[config.mk]
export PLATFORM = sky130hd
export DESIGN_NAME = page_ownership_allocator
export DESIGN_NICKNAME = d
export VERILOG_FILES = /design/src/rtl/core/poa_pkg.sv /design/src/rtl/core/poa_ram.sv /design/src/rtl/core/poa_ctrl.sv /design/src/rtl/core/poa_datapath.sv /design/src/rtl/core/page_ownership_allocator.sv
export SDC_FILE = /design/constraint.sdc
export NUM_CORES = 1
export LEC_CHECK = 0
export BUFFER_PORTS_ARGS = -buffer_cell sky130_fd_sc_hd__buf_2
export CORE_MARGIN = 3
export CORE_UTILIZATION = 60
export DETAILED_ROUTE_END_ITERATION = 8
export PLACE_DENSITY = 0.85
export SLEW_MARGIN = 20
export SYNTH_ARGS = -nofsm -noshare
export SYNTH_HDL_FRONTEND = slang
export SYNTH_SLANG_ARGS = --single-unit
[constraint.sdc]
create_clock -name clock -period 8.6 [get_ports clock]
set_input_delay 0.43 -clock clock [delete_from_list [all_inputs] [get_ports clock]]
set_output_delay 0.43 -clock clock [all_outputs]
set_load 0.02 [all_outputs]
[src/rtl/core/poa_pkg.sv]
// Shared types and constants for the page ownership allocator.
`timescale 1ns / 1ps
`default_nettype none

package poa_pkg;

   localparam int PAGE_COUNT_DEF = 32;
   localparam int MAX_RESULTS    = 32;
   localparam int OWNER_W        = 8;
   localparam int COUNT_W        = 6;
   localparam int PAGE_NUM_W     = 5;

   localparam logic CMD_RECLAIM = 1'b1;

   typedef enum logic [2:0] {
      ST_IDLE,
      ST_CHECK,
      ST_ALLOC,
      ST_RC_READ,
      ST_RC_EVAL,
      ST_RESP
   } state_type;

   typedef enum logic [1:0] {
      EMIT_PAGE,
      EMIT_FAIL,
      EMIT_ACK
   } emit_kind_type;

   typedef struct packed {
      logic          latch;
      logic          claim;
      logic          release_page;
      logic          step;
      logic          rd;
      logic          emit;
      emit_kind_type emit_kind;
   } ctrl_cmd_type;

   typedef struct packed {
      logic is_reclaim;
      logic alloc_ok;
      logic page_free;
      logic owner_match;
      logic idx_at_end;
      logic last_claim;
      logic slot_free;
   } dp_stat_type;

endpackage

`default_nettype wire

[src/rtl/core/poa_ram.sv]
// Generic single-port-write, registered-read RAM.
`timescale 1ns / 1ps
`default_nettype none

module poa_ram #(
   parameter int WIDTH = 8,
   parameter int DEPTH = 32
) (
   input  wire logic                     clock,
   input  wire logic                     wr_en,
   input  wire logic [$clog2(DEPTH)-1:0] wr_addr,
   input  wire logic [WIDTH-1:0]         wr_data,
   input  wire logic                     rd_en,
   input  wire logic [$clog2(DEPTH)-1:0] rd_addr,
   output logic      [WIDTH-1:0]         rd_data
);

   logic [WIDTH-1:0] mem_ff [DEPTH];

   always_ff @(posedge clock) begin
      if (wr_en) begin
         mem_ff[wr_addr] <= wr_data;
      end
      if (rd_en) begin
         rd_data <= mem_ff[rd_addr];
      end
   end

endmodule

`default_nettype wire

[src/rtl/core/poa_ctrl.sv]
// Sequencer for allocate and reclaim scans.
`timescale 1ns / 1ps
`default_nettype none

module poa_ctrl (
   input  wire logic                 clock,
   input  wire logic                 reset,
   input  wire logic                 req_valid,
   output logic                      req_stall,
   input  wire poa_pkg::dp_stat_type stat,
   output poa_pkg::ctrl_cmd_type     cmd
);
   import poa_pkg::*;

   state_type state_ff, state_in;

   always_ff @(posedge clock) begin
      if (reset) begin
         state_ff <= ST_IDLE;
      end else begin
         state_ff <= state_in;
      end
   end

   always_comb begin
      state_in      = state_ff;
      cmd           = '0;
      cmd.emit_kind = EMIT_PAGE;
      req_stall     = 1'b1;
      case (state_ff)
         ST_IDLE: begin
            req_stall = 1'b0;
            if (req_valid) begin
               cmd.latch = 1'b1;
               state_in  = ST_CHECK;
            end
         end
         ST_CHECK: begin
            if (stat.is_reclaim) begin
               state_in = ST_RC_READ;
            end else if (stat.alloc_ok) begin
               state_in = ST_ALLOC;
            end else begin
               state_in = ST_RESP;
            end
         end
         ST_ALLOC: begin
            if (!stat.page_free) begin
               cmd.step = 1'b1;
            end else if (stat.slot_free) begin
               cmd.claim = 1'b1;
               cmd.emit  = 1'b1;
               cmd.step  = 1'b1;
               if (stat.last_claim) begin
                  state_in = ST_IDLE;
               end
            end
         end
         ST_RC_READ: begin
            cmd.rd   = 1'b1;
            state_in = ST_RC_EVAL;
         end
         ST_RC_EVAL: begin
            cmd.release_page = stat.owner_match;
            if (stat.idx_at_end) begin
               state_in = ST_RESP;
            end else begin
               cmd.step = 1'b1;
               state_in = ST_RC_READ;
            end
         end
         ST_RESP: begin
            cmd.emit_kind = stat.is_reclaim ? EMIT_ACK : EMIT_FAIL;
            if (stat.slot_free) begin
               cmd.emit = 1'b1;
               state_in = ST_IDLE;
            end
         end
         default: begin
            state_in = ST_IDLE;
         end
      endcase
   end

endmodule

`default_nettype wire

[src/rtl/core/poa_datapath.sv]
// Page table, free count, scan index and result register.
`timescale 1ns / 1ps
`default_nettype none

module poa_datapath #(
   parameter int PAGE_COUNT = poa_pkg::PAGE_COUNT_DEF
) (
   input  wire logic                               clock,
   input  wire logic                               reset,
   input  wire poa_pkg::ctrl_cmd_type              cmd,
   output poa_pkg::dp_stat_type                    stat,
   input  wire logic                               req_cmd,
   input  wire logic [poa_pkg::OWNER_W-1:0]        req_owner_id,
   input  wire logic [poa_pkg::COUNT_W-1:0]        req_page_count,
   output logic                                    rsp_valid,
   input  wire logic                               rsp_stall,
   output logic      [poa_pkg::PAGE_NUM_W-1:0]     rsp_page_number,
   output logic                                    rsp_status,
   output logic                                    rsp_last
);
   import poa_pkg::*;

   localparam int IDX_W = $clog2(PAGE_COUNT);
   localparam int CNT_W = $clog2(PAGE_COUNT + 1);
   localparam int CMP_W = (CNT_W > COUNT_W) ? CNT_W : COUNT_W;

   logic                  cmd_ff;
   logic [OWNER_W-1:0]    id_ff;
   logic [COUNT_W-1:0]    want_ff;
   logic [COUNT_W-1:0]    claimed_ff;
   logic [IDX_W-1:0]      idx_ff;
   logic [CNT_W-1:0]      free_cnt_ff;
   logic [PAGE_COUNT-1:0] used_ff;
   logic [OWNER_W-1:0]    owner_rd;

   logic                        rsp_valid_ff;
   logic [PAGE_NUM_W-1:0]       rsp_page_ff;
   logic                        rsp_status_ff;
   logic                        rsp_last_ff;
   logic [PAGE_NUM_W+IDX_W-1:0] idx_wide;

   poa_ram #(
      .WIDTH(OWNER_W),
      .DEPTH(PAGE_COUNT)
   ) u_owner_ram (
      .clock  (clock),
      .wr_en  (cmd.claim),
      .wr_addr(idx_ff),
      .wr_data(id_ff),
      .rd_en  (cmd.rd),
      .rd_addr(idx_ff),
      .rd_data(owner_rd)
   );

   always_ff @(posedge clock) begin
      if (cmd.latch) begin
         cmd_ff  <= req_cmd;
         id_ff   <= req_owner_id;
         want_ff <= req_page_count;
      end
   end

   always_ff @(posedge clock) begin
      if (reset) begin
         used_ff     <= '0;
         free_cnt_ff <= CNT_W'(PAGE_COUNT);
         idx_ff      <= '0;
         claimed_ff  <= '0;
      end else begin
         if (cmd.latch) begin
            idx_ff     <= '0;
            claimed_ff <= '0;
         end else begin
            if (cmd.step) begin
               idx_ff <= idx_ff + 1'b1;
            end
            if (cmd.claim) begin
               claimed_ff <= claimed_ff + 1'b1;
            end
         end
         if (cmd.claim) begin
            used_ff[idx_ff] <= 1'b1;
            free_cnt_ff     <= free_cnt_ff - 1'b1;
         end else if (cmd.release_page) begin
            used_ff[idx_ff] <= 1'b0;
            free_cnt_ff     <= free_cnt_ff + 1'b1;
         end
      end
   end

   always_comb begin
      stat.is_reclaim  = (cmd_ff == CMD_RECLAIM);
      stat.alloc_ok    = (want_ff != '0)
                         && (want_ff <= COUNT_W'(MAX_RESULTS))
                         && (CMP_W'(want_ff) <= CMP_W'(free_cnt_ff));
      stat.page_free   = !used_ff[idx_ff];
      stat.owner_match = used_ff[idx_ff] && (owner_rd == id_ff);
      stat.idx_at_end  = (idx_ff == IDX_W'(PAGE_COUNT - 1));
      stat.last_claim  = ((claimed_ff + 1'b1) == want_ff);
      stat.slot_free   = !rsp_valid_ff || !rsp_stall;
   end

   // page index keeps only its low bits on the result
   assign idx_wide = {{PAGE_NUM_W{1'b0}}, idx_ff};

   always_ff @(posedge clock) begin
      if (reset) begin
         rsp_valid_ff <= 1'b0;
      end else if (cmd.emit) begin
         rsp_valid_ff <= 1'b1;
      end else if (!rsp_stall) begin
         rsp_valid_ff <= 1'b0;
      end
   end

   always_ff @(posedge clock) begin
      if (cmd.emit) begin
         case (cmd.emit_kind)
            EMIT_PAGE: begin
               rsp_page_ff   <= idx_wide[PAGE_NUM_W-1:0];
               rsp_status_ff <= 1'b0;
               rsp_last_ff   <= stat.last_claim;
            end
            EMIT_FAIL: begin
               rsp_page_ff   <= '0;
               rsp_status_ff <= 1'b1;
               rsp_last_ff   <= 1'b1;
            end
            default: begin
               rsp_page_ff   <= '0;
               rsp_status_ff <= 1'b0;
               rsp_last_ff   <= 1'b1;
            end
         endcase
      end
   end

   assign rsp_valid       = rsp_valid_ff;
   assign rsp_page_number = rsp_page_ff;
   assign rsp_status      = rsp_status_ff;
   assign rsp_last        = rsp_last_ff;

   a_free_count_tracks_used: assert property (@(posedge clock) disable iff (reset)
      ($countones(used_ff) + int'(free_cnt_ff)) == PAGE_COUNT)
      else $error("free count disagrees with used bits");

   a_claim_free_page: assert property (@(posedge clock) disable iff (reset)
      cmd.claim |-> !used_ff[idx_ff])
      else $error("claim of a page already in use");

   a_emit_into_free_slot: assert property (@(posedge clock) disable iff (reset)
      cmd.emit |-> (!rsp_valid_ff || !rsp_stall))
      else $error("result beat overwrites a pending one");

   a_release_only_owned: assert property (@(posedge clock) disable iff (reset)
      cmd.release_page |-> (used_ff[idx_ff] && $past(cmd.rd)))
      else $error("release without a fresh owner read");

endmodule

`default_nettype wire

[src/rtl/core/page_ownership_allocator.sv]
// Allocate: accept, a check state, then a first-fit scan that skips used pages and claims and
// emits each free page until the last claim; a full result slot holds the scan at a free page.
// Reclaim: each page is read from the owner RAM, then compared and released on a match; the
// acknowledgement is emitted from the response state after the last page. Failure beats
// also come from the response state; one item at a time; output stalls hold the result.
// Reset clears the used bits and sets the free count at once; no clearing pass.
`timescale 1ns / 1ps
`default_nettype none

module page_ownership_allocator #(
   parameter int PAGE_COUNT = poa_pkg::PAGE_COUNT_DEF
) (
   input  wire logic                               clock,
   input  wire logic                               reset,
   input  wire logic                               req_valid,
   output logic                                    req_stall,
   input  wire logic                               req_cmd,
   input  wire logic [poa_pkg::OWNER_W-1:0]        req_owner_id,
   input  wire logic [poa_pkg::COUNT_W-1:0]        req_page_count,
   output logic                                    rsp_valid,
   input  wire logic                               rsp_stall,
   output logic      [poa_pkg::PAGE_NUM_W-1:0]     rsp_page_number,
   output logic                                    rsp_status,
   output logic                                    rsp_last
);
   import poa_pkg::*;

   ctrl_cmd_type cmd;
   dp_stat_type  stat;

   poa_ctrl u_ctrl (
      .clock    (clock),
      .reset    (reset),
      .req_valid(req_valid),
      .req_stall(req_stall),
      .stat     (stat),
      .cmd      (cmd)
   );

   poa_datapath #(
      .PAGE_COUNT(PAGE_COUNT)
   ) u_datapath (
      .clock          (clock),
      .reset          (reset),
      .cmd            (cmd),
      .stat           (stat),
      .req_cmd        (req_cmd),
      .req_owner_id   (req_owner_id),
      .req_page_count (req_page_count),
      .rsp_valid      (rsp_valid),
      .rsp_stall      (rsp_stall),
      .rsp_page_number(rsp_page_number),
      .rsp_status     (rsp_status),
      .rsp_last       (rsp_last)
   );

endmodule

`default_nettype wire

==> metrics.txt <==
# TYPE chip_impl_metric gauge
chip_impl_metric{name="tritoncts.num_buffers",unit=""} 34
chip_impl_info{name="synth_most_common_cell",value="edfxtp_1"} 1
chip_impl_metric{name="antenna_found_initial",unit=""} 0
chip_impl_metric{name="static-leakage-power",unit="µW"} 0.00492
chip_impl_metric{name="synth_top_area_frac",unit=""} 0.614
chip_impl_metric{name="detail_route.wirelength",unit="mm"} 34.3
chip_impl_metric{name="worstSkewPairLatency",unit="ns"} 0.53
chip_impl_metric{name="synth.net_count",unit=""} 887
chip_impl_metric{name="finalSetupTns",unit="ns"} 0
chip_impl_info{name="synthFlopType",value="edfxtp_1"} 1
chip_impl_info{name="run_status",value="completed"} 1
chip_impl_metric{name="synth-async-reset-ratio",unit=""} 0
chip_impl_metric{name="final_period_demand_of_the_worst_path",unit="ns"} 4.85
chip_impl_info{name="holdCritPathClass",value="in -> reg"} 1
chip_impl_metric{name="max-clock-path-buffers",unit=""} 3
chip_impl_metric{name="synth.distinct_cells",unit=""} 58
chip_impl_metric{name="antenna_cells",unit=""} 0
chip_impl_metric{name="dp.final_hpwl",unit="mm"} 20.6
chip_impl_metric{name="edff_count_synth",unit=""} 286
chip_impl_info{name="rsz0062_at_grt",value="false"} 1
chip_impl_metric{name="power_density",unit="nW/µm²"} 234
chip_impl_metric{name="final_hold_viol_count",unit=""} 0
chip_impl_info{name="timing.critical_path.cells",value="buf_4, mux4_2, a22oi_1, o211ai_2, nor2_4, nand2_1, nor2_1"} 1
chip_impl_metric{name="fp-row-count",unit=""} 55
chip_impl_metric{name="vdd_ir_drop_max",unit="mV"} 0.209
chip_impl_metric{name="dieArea",unit="µm²"} 25200
chip_impl_metric{name="postCtsResizedCells",unit=""} 0
chip_impl_metric{name="core",unit="µm²"} 22800
chip_impl_metric{name="critical_path_arrival",unit="ns"} 4.98
chip_impl_metric{name="synth_seq_cells",unit=""} 339
chip_impl_metric{name="timing.final.crit_share",unit=""} 0.563
chip_impl_metric{name="cts_setup_buffers",unit=""} 0
chip_impl_metric{name="buffer_ports.inserted",unit=""} 27
chip_impl_metric{name="routabilityCongestion",unit=""} 0.921
chip_impl_metric{name="drt_drc_violations_left",unit=""} 0
chip_impl_metric{name="chip_height",unit="µm"} 159
chip_impl_metric{name="grt_pass1_vias",unit=""} 7988
chip_impl_metric{name="worst_pin_slew",unit="ns"} 1.18
chip_impl_metric{name="synth.avg_cell_area",unit="µm²"} 16.3
chip_impl_metric{name="top_level_ports",unit=""} 28
chip_impl_metric{name="post_route_cells_drive_above_1_share",unit=""} 0.188
chip_impl_metric{name="vias",unit=""} 8256
chip_impl_metric{name="synth.yosys.seq_area_share",unit=""} 0.690
chip_impl_metric{name="final_antenna_net_count",unit=""} 0
chip_impl_metric{name="yosysWarnings",unit=""} 0
chip_impl_info{name="synth.top_cells.by_area",value="edfxtp_1 (61%), mux4_2 (11%), dfxtp_1 (7.6%)"} 1
chip_impl_info{name="cts_tree",value="yes"} 1
chip_impl_metric{name="synthCells",unit=""} 855
chip_impl_info{name="synthTopCellsByCount",value="edfxtp_1 (286), mux4_2 (67), nor2_1 (56)"} 1
chip_impl_metric{name="critPathMaxStageDelay",unit="ns"} 0.75
chip_impl_metric{name="ctsHtreeMaxLevel",unit=""} 2
chip_impl_metric{name="detail_route.first_pass.iterations",unit=""} 5
chip_impl_metric{name="finalNetCount",unit=""} 910
chip_impl_metric{name="grt_pass1_wl",unit="mm"} 51.6
chip_impl_metric{name="area_delta_synth_final",unit="%"} 10.3
chip_impl_metric{name="cts_num_sinks",unit=""} 339
chip_impl_metric{name="clkTransAtPathRegs",unit="ns"} 0.06
chip_impl_metric{name="max_cap_viols",unit=""} 0
chip_impl_metric{name="globalRouteOverflowTotal",unit=""} 0
chip_impl_info{name="clock_tree.root_cell",value="clkbuf_16"} 1
chip_impl_metric{name="holdBufCountCts",unit=""} 0
chip_impl_metric{name="clock.fmax",unit="MHz"} 206
chip_impl_info{name="critical_path_type",value="reg -> reg"} 1
chip_impl_metric{name="finalSetupViolCount",unit=""} 0
chip_impl_info{name="cp-end-kind",value="register"} 1
chip_impl_metric{name="timing.slew.headroom",unit=""} 0.207
chip_impl_info{name="critPathLaunchType",value="register"} 1
chip_impl_info{name="synth.largest_area_cell",value="edfxtp_1"} 1
chip_impl_metric{name="start_util",unit=""} 0.614
chip_impl_metric{name="cp_max_fo",unit=""} 43
chip_impl_metric{name="max_slew_violation_count",unit=""} 0
chip_impl_metric{name="initialDrtViolationCount",unit=""} 1032
chip_impl_metric{name="grt_util_all_layers",unit=""} 0.281
chip_impl_metric{name="die-width",unit="µm"} 159
chip_impl_metric{name="critPathRequiredTime",unit="ns"} 8.74
chip_impl_metric{name="post_synth_instance_area",unit="µm²"} 14000
chip_impl_metric{name="routed_wire_per_std_cell",unit="µm"} 28.2
chip_impl_metric{name="final_core_utilization",unit=""} 0.677
chip_impl_info{name="timing.critical_path.slowest_stage_cell",value="buf_4"} 1
chip_impl_metric{name="routed_via_density",unit=""} 6.80
chip_impl_metric{name="final.setup_skew",unit="ns"} 0.0315
chip_impl_metric{name="grt_max_degree",unit=""} 83
## worst max-delay path, delay by kind of cell (launching register included)
kind / cells / cell delay [ns]
AOI/OAI and AO/OA: 2 / 0.66
buffers and inverters: 1 / 0.75
DFF: 1 / 0.72
muxes: 1 / 0.61
and+or+nand+nor: 3 / 1.70
## state kept, by name, summed over array words and instances, names as in the netlist, 5 cells and up, named ones only
signal and count:
u_datapath.rsp_page_number 5, u_datapath.want_ff 6, u_datapath.u_owner_ram.mem_ff 256, u_datapath.u_owner_ram.rd_data 8, u_datapath.idx_ff 5, u_datapath.free_cnt_ff 6
u_datapath.id_ff 8, u_datapath.claimed_ff 6
## report_power, final
group / internal, µW / switching (µW)
registers: 1840 / 42.0
logic: 128 / 204
clock network: 780 / 615
## area by class of cell
cell class                 instances  area [µm²]
sequential                       339        9660
multi-input combinational        447        4030
timing repair buffer              41         260
tap                              313         392
clock inverter                    18         121
inverter                          15        56.3
clock buffer                      42         902
fill                            1408        7360
## kinds of logic after synthesis
kind of cell    Yosys count  share of synthesized area
fa+ha+maj                13                     0.0116
compound gates          113                     0.0577
buf+inv                  69                     0.0219
xor+xnor                 24                     0.0150
mux                      82                      0.119
flops                   339                      0.690
simple gates            215                     0.0840
## per-stage QoR
| step | total power (µW) | worst slack, ns | cells | hold WS, ns | instance area [µm²] |
|---|---|---|---|---|---|
| after floorplan | 2130 | 5.47 | 855 | 0.448 | 14000 |
| after global placement | 2230 | 3.95 | 1154 | 0.465 | 14400 |
| after detailed placement | 2250 | 3.76 | 1154 | 0.474 | 14400 |
| after CTS | 3620 | 3.75 | 1214 | 0.0731 | 15400 |
| after global routing | 3710 | 3.39 | 1215 | 0.0714 | 15400 |
| final | 3610 | 3.75 | 1215 | 0.0829 | 15400 |
## routing by layer
metal,global-route usage,wire [µm]
met5,0,0
met4,0.0758,897
met3,0.0552,3710
met2,0.452,16900
met1,0.402,12800
## final timing paths
path | from | to | slack [ns] | depth (start not counted)
worst min-delay path | req_owner_id[6] | u_datapath.id_ff[6] | 0.08 | 1
worst max register to register | u_datapath.idx_ff[0] | u_datapath.u_owner_ram.mem_ff[19][0] | 3.75 | 7
worst min register to register | register | register | 0.48 | 2
worst max-delay path | u_datapath.idx_ff[0] | u_datapath.u_owner_ram.mem_ff[19][0] | 3.75 | 7
## cell usage in the layout (no fill, tap or decap), types with 15 or more instances in the layout
| cell | instances |
|---|---|
| a22oi_1 | 34 |
| and3_1 | 29 |
| buf_2 | 27 |
| clkbuf_16 | 35 |
| dfxtp_1 | 51 |
| edfxtp_1 | 286 |
| inv_1 | 15 |
| mux4_2 | 67 |
| nand2_1 | 18 |
| nand2b_1 | 29 |
| nor2_1 | 56 |
| nor3_1 | 16 |
| o22ai_1 | 28 |
| xnor2_1 | 20 |
No activity file was read; power rests on OpenSTA's default activity.
